<file path="src/hw/rtl/ps2md_pkg.sv">
// ============================================================================
// ps2md_pkg
// Shared types and constants for the PS/2 mouse packet decoder.
// ============================================================================
package ps2md_pkg;

    // Configuration register indexes
    localparam int CFG_INDEX_W = 1;
    localparam int CFG_DATA_W  = 9;
    localparam logic [CFG_INDEX_W-1:0] CFG_PACKET_MODE = 1'd0;
    localparam logic [CFG_INDEX_W-1:0] CFG_DELTA_LIMIT = 1'd1;

    // Packet mode codes; the unused code behaves as normal mode
    localparam logic [1:0] MODE_NORMAL = 2'd0;
    localparam logic [1:0] MODE_WHEEL  = 2'd1;
    localparam logic [1:0] MODE_FIVE   = 2'd2;

    localparam logic [8:0] DELTA_LIMIT_RESET = 9'd255;

    // Flag bits in the first packet byte
    localparam int BIT_SIGN_X = 4;
    localparam int BIT_SIGN_Y = 5;
    localparam int BIT_OVF_X  = 6;
    localparam int BIT_OVF_Y  = 7;

    // Extra button bits in the fourth byte (five-button mode)
    localparam int BIT_BTN4 = 4;
    localparam int BIT_BTN5 = 5;

    localparam int DELTA_W = 11;

    // One assembled packet, waiting for decode
    typedef struct packed {
        logic [7:0] b0;
        logic [7:0] b1;
        logic [7:0] b2;
        logic [7:0] b3;
        logic       wheel;
        logic       five_btn;
    } pkt_t;

    // Decoded per-packet movement and buttons
    typedef struct packed {
        logic signed [DELTA_W-1:0] dx;
        logic signed [DELTA_W-1:0] dy;
        logic signed [3:0]         dz;
        logic [4:0]                buttons;
    } dec_t;

endpackage

</file>
<file path="src/hw/rtl/ps2md_decode.sv">
// ============================================================================
// ps2md_decode
// Decode one assembled packet into clamped X/Y deltas, wheel step and buttons.
// ============================================================================
module ps2md_decode (
    input  ps2md_pkg::pkt_t pkt,
    input  logic [8:0]      delta_limit,
    output ps2md_pkg::dec_t dec
);

    // Signed byte plus or minus 256 on overflow
    function automatic logic signed [ps2md_pkg::DELTA_W-1:0] axis_delta(
        input logic [7:0] data,
        input logic       ovf,
        input logic       sgn
    );
        logic signed [ps2md_pkg::DELTA_W-1:0] v;
        v = {{(ps2md_pkg::DELTA_W-8){data[7]}}, data};
        if (ovf)
        begin
            v = sgn ? v - 11'sd256 : v + 11'sd256;
        end
        return v;
    endfunction

    logic signed [ps2md_pkg::DELTA_W-1:0] lim;
    logic signed [ps2md_pkg::DELTA_W-1:0] neg_lim;
    logic signed [ps2md_pkg::DELTA_W-1:0] raw_x;
    logic signed [ps2md_pkg::DELTA_W-1:0] raw_y;

    assign lim     = $signed({2'b00, delta_limit});
    assign neg_lim = -lim;

    always_comb
    begin
        raw_x = axis_delta(pkt.b1, pkt.b0[ps2md_pkg::BIT_OVF_X], pkt.b0[ps2md_pkg::BIT_SIGN_X]);
        raw_y = -axis_delta(pkt.b2, pkt.b0[ps2md_pkg::BIT_OVF_Y], pkt.b0[ps2md_pkg::BIT_SIGN_Y]);

        if (raw_x < neg_lim)
            dec.dx = neg_lim;
        else if (raw_x > lim)
            dec.dx = lim;
        else
            dec.dx = raw_x;

        if (raw_y < neg_lim)
            dec.dy = neg_lim;
        else if (raw_y > lim)
            dec.dy = lim;
        else
            dec.dy = raw_y;

        // wheel nibble counts only in wheel modes
        dec.dz = pkt.wheel ? $signed(pkt.b3[3:0]) : 4'sd0;

        dec.buttons = {2'b00, pkt.b0[2:0]};
        if (pkt.five_btn)
        begin
            dec.buttons[3] = pkt.b3[ps2md_pkg::BIT_BTN4];
            dec.buttons[4] = pkt.b3[ps2md_pkg::BIT_BTN5];
        end
    end

endmodule

</file>
<file path="src/hw/rtl/ps2_mouse_packet_decoder.sv">
// ============================================================================
// ps2_mouse_packet_decoder
// Groups received PS/2 mouse bytes into packets, decodes them and keeps
// running X, Y and wheel positions.
// ============================================================================
//
// Channel   Direction  Signals                          Beat carries
// --------  ---------  -------------------------------  --------------------------
// s_*       in         s_tvalid, s_tready, s_tdata[7:0] one received mouse byte
// m_*       out        m_tvalid, m_tready, m_tdata[87:0] positions, wheel, buttons
// cfg_*     in         cfg_valid, cfg_ready, cfg_index,  register write
//                      cfg_data[8:0]
//
// One byte is taken per cycle while s_tready is high. A byte that completes
// a packet is assembled into the packet register at its accept edge; once
// the result register is free, the packet is decoded, the accumulators
// updated and the result loaded with m_tvalid. Reset clears the byte count,
// accumulators and valid flags; packet_mode resets to normal, delta_limit to
// 255. A stalled result blocks input only once a finished packet waits behind
// it in the packet register; until then bytes keep flowing, including the one
// that fills that register. cfg_ready is always high.
// ============================================================================
module ps2_mouse_packet_decoder #(
    parameter int POS_WIDTH = 32
) (
    input  logic                                clk,
    input  logic                                rst_n,
    // byte stream in
    input  logic                                s_tvalid,
    output logic                                s_tready,
    input  logic [7:0]                          s_tdata,   // [7:0] rx_byte
    // result stream out
    output logic                                m_tvalid,
    input  logic                                m_tready,
    output logic [87:0]                         m_tdata,   // [31:0] pos_x, [63:32] pos_y,
                                                           // [79:64] wheel_z,
                                                           // [84:80] buttons, [87:85] zero
    // configuration writes
    input  logic                                cfg_valid,
    output logic                                cfg_ready,
    input  logic [ps2md_pkg::CFG_INDEX_W-1:0]   cfg_index,
    input  logic [ps2md_pkg::CFG_DATA_W-1:0]    cfg_data
);

    // ------------------------------------------------------------------
    // Configuration registers
    // ------------------------------------------------------------------
    logic [1:0] packet_mode_reg;
    logic [8:0] delta_limit_reg;

    assign cfg_ready = 1'b1;

    always_ff @(posedge clk or negedge rst_n)
    begin
        if (!rst_n)
        begin
            packet_mode_reg <= ps2md_pkg::MODE_NORMAL;
            delta_limit_reg <= ps2md_pkg::DELTA_LIMIT_RESET;
        end
        else if (cfg_valid && cfg_ready)
        begin
            case (cfg_index)
                ps2md_pkg::CFG_PACKET_MODE: packet_mode_reg <= cfg_data[1:0];
                ps2md_pkg::CFG_DELTA_LIMIT: delta_limit_reg <= cfg_data;
                default: ;
            endcase
        end
    end

    // ------------------------------------------------------------------
    // Handshake control
    // ------------------------------------------------------------------
    logic pkt_valid_reg;
    logic m_tvalid_reg;
    logic out_free;
    logic advance;
    logic in_accept;

    assign out_free  = !m_tvalid_reg || m_tready;
    assign advance   = pkt_valid_reg && out_free;
    assign s_tready  = !pkt_valid_reg || out_free;
    assign in_accept = s_tvalid && s_tready;

    // ------------------------------------------------------------------
    // Byte collection and packet assembly
    // ------------------------------------------------------------------
    logic [1:0]       byte_index_reg;
    logic [1:0]       byte_index_next;
    logic [7:0]       packet_bytes_reg [3];
    logic             wheel_mode;
    logic             five_mode;
    logic [1:0]       last_idx;
    logic             pkt_done;
    logic [7:0]       asm_bytes [4];
    ps2md_pkg::pkt_t  pkt_reg;
    ps2md_pkg::pkt_t  pkt_next;

    always_comb
    begin
        wheel_mode = packet_mode_reg inside {ps2md_pkg::MODE_WHEEL, ps2md_pkg::MODE_FIVE};
        five_mode  = (packet_mode_reg == ps2md_pkg::MODE_FIVE);
        last_idx   = wheel_mode ? 2'd3 : 2'd2;
        // a packet ends once the count reaches the current mode's length,
        // even if the mode changed partway through
        pkt_done   = (byte_index_reg >= last_idx);

        // bytes not yet received in this packet read as zero
        for (int i = 0; i < 3; i++)
        begin
            asm_bytes[i] = (2'(i) < byte_index_reg) ? packet_bytes_reg[i] : 8'd0;
        end
        asm_bytes[3]        = 8'd0;
        asm_bytes[last_idx] = s_tdata;

        pkt_next.b0       = asm_bytes[0];
        pkt_next.b1       = asm_bytes[1];
        pkt_next.b2       = asm_bytes[2];
        pkt_next.b3       = asm_bytes[3];
        pkt_next.wheel    = wheel_mode;
        pkt_next.five_btn = five_mode;

        byte_index_next = pkt_done ? 2'd0 : 2'(byte_index_reg + 2'd1);
    end

    always_ff @(posedge clk or negedge rst_n)
    begin
        if (!rst_n)
        begin
            byte_index_reg <= 2'd0;
            pkt_valid_reg  <= 1'b0;
        end
        else
        begin
            if (in_accept)
            begin
                byte_index_reg <= byte_index_next;
            end
            if (in_accept && pkt_done)
                pkt_valid_reg <= 1'b1;
            else if (advance)
                pkt_valid_reg <= 1'b0;
        end
    end

    // payload: partial bytes and the assembled packet
    always_ff @(posedge clk)
    begin
        if (in_accept && !pkt_done)
        begin
            packet_bytes_reg[byte_index_reg] <= s_tdata;
        end
        if (in_accept && pkt_done)
        begin
            pkt_reg <= pkt_next;
        end
    end

    // ------------------------------------------------------------------
    // Decode and accumulate
    // ------------------------------------------------------------------
    ps2md_pkg::dec_t dec;

    ps2md_decode u_decode (
        .pkt         (pkt_reg),
        .delta_limit (delta_limit_reg),
        .dec         (dec)
    );

    logic signed [POS_WIDTH-1:0] accum_x_reg;
    logic signed [POS_WIDTH-1:0] accum_y_reg;
    logic signed [15:0]          accum_z_reg;
    logic [4:0]                  buttons_reg;

    // accumulators double as the position fields of the result register;
    // they move only when a new result is loaded
    always_ff @(posedge clk or negedge rst_n)
    begin
        if (!rst_n)
        begin
            accum_x_reg  <= '0;
            accum_y_reg  <= '0;
            accum_z_reg  <= '0;
            m_tvalid_reg <= 1'b0;
        end
        else
        begin
            if (advance)
            begin
                accum_x_reg  <= accum_x_reg + POS_WIDTH'(dec.dx);
                accum_y_reg  <= accum_y_reg + POS_WIDTH'(dec.dy);
                accum_z_reg  <= accum_z_reg + 16'(dec.dz);
                m_tvalid_reg <= 1'b1;
            end
            else if (m_tready)
            begin
                m_tvalid_reg <= 1'b0;
            end
        end
    end

    always_ff @(posedge clk)
    begin
        if (advance)
        begin
            buttons_reg <= dec.buttons;
        end
    end

    assign m_tvalid = m_tvalid_reg;
    assign m_tdata  = {3'b000, buttons_reg, accum_z_reg, 32'(accum_y_reg), 32'(accum_x_reg)};

    // ------------------------------------------------------------------
    // Assertions
    // ------------------------------------------------------------------
    logic signed [ps2md_pkg::DELTA_W-1:0] lim_chk;
    assign lim_chk = $signed({2'b00, delta_limit_reg});

    // input stalls only when a waiting result blocks the packet register
    a_stall_cause: assert property (@(posedge clk) disable iff (!rst_n)
        !s_tready |-> (pkt_valid_reg && m_tvalid_reg && !m_tready))
        else $error("input stalled without a downstream stall");

    // accumulators hold while the result waits
    a_accum_hold: assert property (@(posedge clk) disable iff (!rst_n)
        (m_tvalid_reg && !m_tready) |=> ($stable(accum_x_reg) && $stable(accum_y_reg)
                                         && $stable(accum_z_reg)))
        else $error("accumulator moved under a stalled result");

    // a completing byte resets the count and fills the packet register
    a_pkt_fill: assert property (@(posedge clk) disable iff (!rst_n)
        (in_accept && pkt_done) |=> (pkt_valid_reg && byte_index_reg == 2'd0))
        else $error("packet completion not registered");

    // a decoded packet always yields a result
    a_advance_out: assert property (@(posedge clk) disable iff (!rst_n)
        advance |=> m_tvalid_reg)
        else $error("decoded packet lost");

    // clamped deltas stay within the limit
    a_clamp: assert property (@(posedge clk) disable iff (!rst_n)
        pkt_valid_reg |-> (dec.dx <= lim_chk && dec.dx >= -lim_chk
                           && dec.dy <= lim_chk && dec.dy >= -lim_chk))
        else $error("delta outside clamp limit");

endmodule
</file>
<file path="config.mk">
export PLATFORM = sky130hd
export DESIGN_NAME = ps2_mouse_packet_decoder
export DESIGN_NICKNAME = d
export VERILOG_FILES = /design/src/hw/rtl/ps2md_pkg.sv /design/src/hw/rtl/ps2md_decode.sv /design/src/hw/rtl/ps2_mouse_packet_decoder.sv
export SDC_FILE = /design/constraint.sdc
export NUM_CORES = 1
export LEC_CHECK = 0
export BUFFER_PORTS_ARGS = -buffer_cell sky130_fd_sc_hd__clkbuf_2
export CAP_MARGIN = 10
export CELL_PAD_IN_SITES_DETAIL_PLACEMENT = 1
export CELL_PAD_IN_SITES_GLOBAL_PLACEMENT = 1
export CORE_MARGIN = 2
export CORE_UTILIZATION = 50
export DETAILED_ROUTE_END_ITERATION = 8
export PLACE_DENSITY = 0.86
export REMOVE_ABC_BUFFERS = 1
export SLEW_MARGIN = 0
export SYNTH_ARGS = -nofsm -noshare
export SYNTH_HDL_FRONTEND = slang
export SYNTH_SLANG_ARGS = --single-unit
</file>
<file path="constraint.sdc">
create_clock -name clk -period 16.6 [get_ports clk]
set_clock_uncertainty 0.1 [all_clocks]
set_input_delay 0.83 -clock clk [delete_from_list [all_inputs] [get_ports clk]]
set_output_delay 0.83 -clock clk [all_outputs]
set_load 0.05 [all_outputs]
</file>
==> results of run 1 <==
## Yosys cell counts (8+ instances only)
master / instances
dfstp_2: 8
edfxtp_1: 59
xor2_1: 33
o21a_1: 26
mux2_2: 15
a21o_1: 54
and2_1: 26
xnor2_1: 37
nor2b_1: 29
nand2b_1: 12
and3_1: 9
nor3_1: 20
a21oi_1: 74
o21ai_0: 101
clkbuf_1: 27
nand3_1: 22
nand2_1: 142
dfrtp_1: 87
inv_1: 61
ha_1: 126
o31ai_1: 16
nor2_1: 56
a22o_1: 8
nand4_1: 13
## placed cells by master, fill, tap and decap left out, types with 12 or more instances in the layout
master       n
nand2_1    141
ha_1       126
clkbuf_2   108
o21ai_0    101
dfrtp_1     87
a21oi_1     74
inv_1       61
edfxtp_1    59
nor2_1      55
a21o_1      54
xnor2_1     37
xor2_1      33
nor2b_1     29
o21a_1      26
and2_1      26
nand3_1     22
nor3_1      20
clkbuf_16   18
o31ai_1     16
mux2_2      15
nand4_1     13
nand2b_1    12
## metal layers
metal / wire length (um) / GRT usage, % / vias to the layer above
met5: 0 / 0 / -
met4: 958 / 10.7 / 0
met3: 1560 / 5.33 / 80
met2: 16900 / 51.0 / 278
met1: 13700 / 33.6 / 4779
li1: - / - / 4524
## path summary, 6_finish.rpt
path	start	end	slack (ns)	cells past startpoint
max in group asynchronous	rst_n	accum_x_reg[30]	14.92	2
min in group clk	pkt_reg[28]	buttons_reg[2]	0.34	0
worst max-delay path	pkt_reg[12]	accum_y_reg[30]	9.53	24
worst min-delay path	rst_n	accum_y_reg[1]	0.21	1
worst min register to register	pkt_reg[28]	buttons_reg[2]	0.34	0
worst max register to register	pkt_reg[12]	accum_y_reg[30]	9.53	24
## critical path: stages (launching register included)
cell and delay, ns:
edfxtp_1 0.49, or4_4 0.54, nor4_1 0.35, nand2_1 0.12
xor2_1 0.34, inv_1 0.09, ha_1 0.31, and3_1 0.16
o2111ai_1 0.28, nand2_1 0.62, nand2_1 0.31, o21ai_0 0.41
ha_1 0.24, inv_1 0.06, fa_1 0.41, nor2b_1 0.14
o21a_1 0.14, o21ai_0 0.16, a21oi_1 0.20, o2111ai_1 0.23
a21oi_1 0.26, o2111ai_1 0.15, a311oi_1 0.33, nor3_1 0.11
or3_1 0.37
## area by class of cell
class,instances,area (um2)
Fill cell,2553,9320
Multi-Input combinational cell,946,6640
Sequential cell,154,4160
Timing Repair Buffer,114,586
Clock buffer,19,464
Tap cell,280,350
Inverter,61,229
Clock inverter,13,146
## metrics by stage
| step | cell area, um2 | hold slack [ns] | worst slack (ns) | utilization, % | instances |
|---|---|---|---|---|---|
| 6_report | 12600 | 0.211 | 9.53 | 57.4 | 1587 |
| 4_1_cts | 12600 | 0.214 | 9.68 | 57.4 | 1587 |
| 3_3_place_gp | 12000 | 0.303 | 10.07 | 54.6 | 1555 |
| 3_5_place_dp | 12000 | 0.311 | 9.85 | 54.6 | 1555 |
| 2_1_floorplan | 11000 | 0.300 | 10.83 | - | 1161 |
| 5_1_grt | 12600 | 0.231 | 9.15 | 57.4 | 1587 |
## cells by family after synthesis
kind of cell,count (synthesis),synth area share (%)
adders and majority gates,129,14.7
buffers and inverters,95,3.37
and+or+nand+nor,358,15.5
AOI/OAI and AO/OA,360,21.1
other,2,0.0673
xor gates and xnor gates,70,5.50
DFF,154,37.3
muxes,25,2.55
==> impl_metrics.ini, run 1 <==
[cells_and_area]
antenna_cells = 0
layout-drive-gt1-share_pct = 15.0
nNetsFinal = 1446
synthToLayoutAreaGrowth_pct = 12.7

[synth]
ys_top_cells_by_area = dfrtp_1 20%, edfxtp_1 16%, ha_1 14%
synth_edf_count = 59
async_reset_ff_share_pct = 61.7
postSynthAreaPerCell_um2 = 9.35
synth_top_area_share_pct = 19.5
synth_top_cell_by_area = dfrtp_1
netlist_area_mm2 = 0.0112
synth-main-ff-cell = dfrtp_1
yosysUniqueCellTypes = 75
ys_warn_count = 0
yosysSeqAreaShare_pct = 37.3
synth-seq-cells = 154
synth_cells = 1193

[routing]
first_iter_violations = 589
wirelength_um = 33100
drcViolationCount = 0
routedWlPerCell_um = 20.9
drt-pass1-iter-count = 5
drt-vias-per-instance = 6.09
num_vias = 9661
drtAntennaViolNets = 0

[sta]
finalHoldViolations = 0
tightest_slew_ns = 0.960
post-route-min-period_ns = 7.07
slew_headroom_pct = 35.9
setup_viol = 0
max_freq_ghz = 0.142
drv_slew = 0
rsz0062_at_grt = no
setup_tns_ns = 0
timing.final.crit_share_pct = 42.6

[placement]
hpwlAfterDp_um = 24200
gp_congestion = 0.895
port_buffers = 109

[floorplan]
die_area_mm2 = 0.0235
dieWidth_um = 153
die_h_um = 153
initial_utilization_pct = 51.0
floorplan.rows = 54
pin_count = 114
core_area_mm2 = 0.0219

[clocking]
clkLatencyLatePin_ns = 0.44
cts_setup_buffers = 0
clk_pin_slew_worst_paths_ns = 0.08
cts_root_buffer = clkbuf_16
h-tree-depth = 4
cts_buffer_depth = 2
numClockSinks = 154
cts_hold_buf = 0
cts_resized = 0
cts_inserted_buffers = 17
cts_tree = yes

[grt]
grt_use_total_pct = 28.4
grt_pass1_vias = 10119
overflow = 0
grt_pass1_wl_um = 53200
grt_max_degree = 94
antenna_found_initial = 0

[worst_setup_path]
startpoint_type = register
cp_data_arrival_time_ns = 7.28
critPathMaxFanout = 19
cp-end-kind = register
required_ns = 16.81
setup.worst_path.class = register to register

[status]
outcome = finished clean

[flow_run]
drv_cap = 0

[min_path]
hold_path_class = input port to async pin
Power of run 1 is left out: the tool's default activity adds up to more than one toggle a clock period on the data nets, which glitch-free logic cannot reach.
==> inputs of run 2 (changes only) <==
Settings changed: CORE_UTILIZATION 50 to 47, PLACE_DENSITY 0.86 to 0.82.
Clock period 16.6 ns to 7.4 ns, I/O delays scaled along.
==> impl_metrics.ini, run 2 (synthesized netlist as in run 1, its figures left out) <==
[floorplan]
pin_count = 114
dieWidth_um = 158
die_area_mm2 = 0.0250
core_area_mm2 = 0.0234
floorplan.rows = 56
die_h_um = 158
initial_utilization_pct = 47.7

[grt]
grt_pass1_vias = 9868
grt_max_degree = 74
grt_use_total_pct = 25.7
overflow = 0
grt_pass1_wl_um = 50600
antenna_found_initial = 0

[sta]
rsz0062_at_grt = no
post-route-min-period_ns = 6.69
finalHoldViolations = 0
setup_tns_ns = 0
tightest_slew_ns = 0.925
timing.final.crit_share_pct = 90.4
setup_viol = 0
max_freq_ghz = 0.149
slew_headroom_pct = 38.3
drv_slew = 0

[placement]
gp_congestion = 0.864
hpwlAfterDp_um = 23200
port_buffers = 109

[clocking]
numClockSinks = 154
cts_root_buffer = clkbuf_16
clkLatencyLatePin_ns = 0.44
h-tree-depth = 4
cts_inserted_buffers = 17
cts_setup_buffers = 0
cts_buffer_depth = 2
clk_pin_slew_worst_paths_ns = 0.08
cts_tree = yes

[cells_and_area]
layout_common_cells = 140 x nand2_1, 126 x ha_1, 108 x clkbuf_2
antenna_cells = 0
layout-drive-gt1-share_pct = 15.4
synthToLayoutAreaGrowth_pct = 13.4
final_common_cell = nand2_1
nNetsFinal = 1452

[worst_setup_path]
critPathMaxFanout = 19
startpoint_type = register
cp_data_arrival_time_ns = 6.91
required_ns = 7.62
setup.worst_path.class = register to register
r2r-start = delta_limit_reg[1]
slowest_delay_ns = 0.40
cp_slowest_cell = dfstp_2
cp-startpoint = delta_limit_reg[1]
cp-end-kind = register

[min_path]
hold_path_class = input port to register
hold_start = cfg_data[2]

[routing]
routedWlPerCell_um = 19.0
wirelength_um = 30900
drt-vias-per-instance = 5.77
drcViolationCount = 0
num_vias = 9418
drtAntennaViolNets = 0
drt-pass1-iter-count = 5
first_iter_violations = 604

[status]
outcome = finished clean

[flow_run]
drv_cap = 0
run 2: critical path: cells and delay by family (launching register included):
family | cells | cell delay (ns)
compound gates | 14 | 2.98
fa+ha+maj | 3 | 0.91
simple gates | 7 | 1.82
flops | 1 | 0.40
buf+inv | 3 | 0.38
run 2: final cells by class:
type / count / area [um2]
Fill cell: 2745 / 10800
Clock buffer: 18 / 439
Tap cell: 319 / 399
Timing Repair Buffer: 120 / 633
Sequential cell: 154 / 4160
Clock inverter: 14 / 149
Multi-Input combinational cell: 946 / 6640
Inverter: 61 / 229
run 2: stage by stage:
stage	area (um2)	util, %	setup slack, ns	hold WS, ns	instances
5_1_grt	12600	54.0	0.0835	0.0633	1632
2_1_floorplan	11000	-	1.63	-0.0256	1161
4_1_cts	12600	54.0	0.599	0.0440	1632
6_report	12600	54.0	0.707	0.0627	1632
3_3_place_gp	12000	51.5	0.866	0.298	1599
3_5_place_dp	12000	51.5	0.654	0.307	1599
run 2: worst paths after layout:
kind	endpoint	slack, ns	cells after the start
max in group asynchronous	accum_x_reg[16]	5.68	3
worst min register to register	buttons_reg[2]	0.32	0
min in group asynchronous	accum_y_reg[0]	0.36	2
worst max-delay path	accum_y_reg[30]	0.71	27
worst min-delay path	delta_limit_reg[2]	0.06	2
worst max register to register	accum_y_reg[30]	0.71	27
run 2: metal layers:
layer  global-route usage (%)  vias up  wire length, um
met5                        0        -                0
met4                     6.95        0              539
met3                     4.11       40             1160
met2                     45.5      195            15500
met1                     32.5     4648            13800
li1                         -     4535                -
run 2: what timing repair did:
action,CTS,global route
hold endpoints to repair,35,0
gates resized for setup,0,1
hold buffers,1,0
setup endpoints to repair,0,1
Power of run 2 is left out for the same reason.
==> inputs of run 3 (changes only) <==
Settings changed: CORE_UTILIZATION 47 to 42, PLACE_DENSITY 0.82 to 0.77.
Clock period 7.4 ns to 5.9 ns, I/O delays scaled along.
==> impl_metrics.ini, run 3 (synthesized netlist as in run 1, its figures left out) <==
[flow_run]
drv_cap = 0

[floorplan]
dieWidth_um = 167
pin_count = 114
die_h_um = 167
initial_utilization_pct = 42.8
die_area_mm2 = 0.0279
core_area_mm2 = 0.0261
floorplan.rows = 59

[clocking]
clkLatencyLatePin_ns = 0.44
cts_tree = yes
numClockSinks = 154
h-tree-depth = 4
cts_buffer_depth = 2
cts_root_buffer = clkbuf_16
cts_inserted_buffers = 17
clk_pin_slew_worst_paths_ns = 0.08

[worst_setup_path]
cp_slowest_cell = or4_4
crit_top_cell = a21o_1
critical-path-top-delay-family = compound AO/OA/AOI/OAI gates
rr_worst_depth = 27
setup.worst_path.class = register to register
cp-end-kind = register
r2r-start = pkt_reg[12]
cp_data_arrival_time_ns = 6.09
critPathMaxFanout = 7
endpoint = accum_y_reg[30]
path_buf_inv = 5
critical_path_depth = 27
startpoint_type = register
r2r_setup_slack_ns = 0.008
required_ns = 6.10
r2r_end = accum_y_reg[30]
slowest_delay_ns = 0.58
cp-startpoint = pkt_reg[12]

[cells_and_area]
finish.utilization_pct = 52.8
multi_input_area_mm2 = 0.00700
layout-drive-gt1-share_pct = 24.4
nNetsFinal = 1545
antenna_cells = 0
fin_area_mm2 = 0.0138
synthToLayoutAreaGrowth_pct = 23.4
nFillCells = 3038
seq_area_mm2 = 0.00416
final_common_cell = nand2_1
layout_common_cells = 135 x nand2_1, 119 x ha_1, 108 x clkbuf_2

[placement]
port_buffers = 109
gp_congestion = 0.882
hpwlAfterDp_um = 24400
placed_area_mm2 = 0.0125

[routing]
first_iter_violations = 445
drcViolationCount = 0
drt-vias-per-instance = 5.59
num_vias = 9736
routedWlPerCell_um = 19.1
drt-pass1-iter-count = 4
wirelength_um = 33200
drtAntennaViolNets = 0

[min_path]
hold_path_class = input port to register

[grt]
overflow = 0
antenna_found_initial = 0
grt_use_total_pct = 23.4
grt_pass1_wl_um = 53000
grt_pass1_vias = 10295
grt_max_degree = 93

[sta]
max_freq_ghz = 0.170
post-route-min-period_ns = 5.89
rsz0062_at_grt = yes
finalHoldViolations = 0
slew_headroom_pct = 41.6
setup_viol = 0
drv_slew = 0
timing.final.crit_share_pct = 99.9
setup_tns_ns = 0
whs_ns = 0.0154
tightest_slew_ns = 0.876

[status]
outcome = finished clean
-- run 3: cell types whose count changed in the layout (fill, tap and decap cells not counted), moves of 5 or more --
| cell | before | now |
|---|---|---|
| buf_4 | 11 | 92 |
| a21oi_1 | 74 | 61 |
| a21oi_2 | 1 | 12 |
| dlygate4sd3_1 | 1 | 8 |
| ha_1 | 126 | 119 |
| o21ai_0 | 101 | 94 |
| nand2_1 | 140 | 135 |
-- run 3: repair_timing --
item / CTS / global route
resized for setup: 11 / 68
hold buffers: 8 / 0
buffers inserted: 3 / 19
setup endpoints to repair: 5 / 28
pin swaps: 6 / 30
endpoints found under the hold margin: 40 / 0
-- run 3: layer usage --
metal / wire length [um] / global-route usage, %
met5: 0 / 0
met1: 14800 / 30.0
met4: 723 / 7.05
met2: 16500 / 40.8
met3: 1170 / 3.78
-- run 3: how the worst min path moves through the flow --
stage,start,end,slack (ns),depth (start not counted)
3_5_place_dp,rst_n,accum_y_reg[2],0.17,1
2_1_floorplan,rst_n,accum_x_reg[0],-0.10,0
5_1_grt,cfg_data[1],packet_mode_reg[1],0.02,2
4_1_cts,cfg_data[1],packet_mode_reg[1],0.006,2
6_report,s_tdata[0],packet_bytes_reg[0][0],0.02,1
3_3_place_gp,rst_n,accum_y_reg[2],0.18,1
-- run 3: metrics by stage --
stage                     instances  setup WS [ns]
after floorplan                1161          0.125
after global placement         1679          0.130
after detailed placement       1679         -0.130
after CTS                      1722         0.0155
after global routing           1741         -0.203
final                          1741        0.00807
-- run 3: layout make-up --
type                            count  area share, %
Clock buffer                       17           3.09
Clock inverter                     15           1.26
Inverter                           61           1.66
Multi-Input combinational cell    946           50.8
Sequential cell                   154           30.2
Tap cell                          335           3.04
Timing Repair Buffer              213           9.89
-- run 3: worst reg2reg max path: stages (launching register included) --
cell	delay, ns
edfxtp_1	0.42
or4_4	0.58
nor4_4	0.28
buf_4	0.17
xnor2_2	0.12
buf_4	0.16
ha_4	0.20
a31o_4	0.23
a21o_1	0.17
a21oi_2	0.13
nand3_1	0.10
o21ai_2	0.09
nand2_2	0.14
buf_6	0.18
o21ai_2	0.14
a21oi_2	0.07
ha_1	0.33
a21o_1	0.19
a21o_1	0.16
a221oi_2	0.30
inv_1	0.10
o2111ai_2	0.21
buf_6	0.14
a21oi_4	0.06
o2111ai_4	0.22
a311oi_2	0.14
o2111a_1	0.26
or3_1	0.37
Power of run 3 is left out for the same reason.
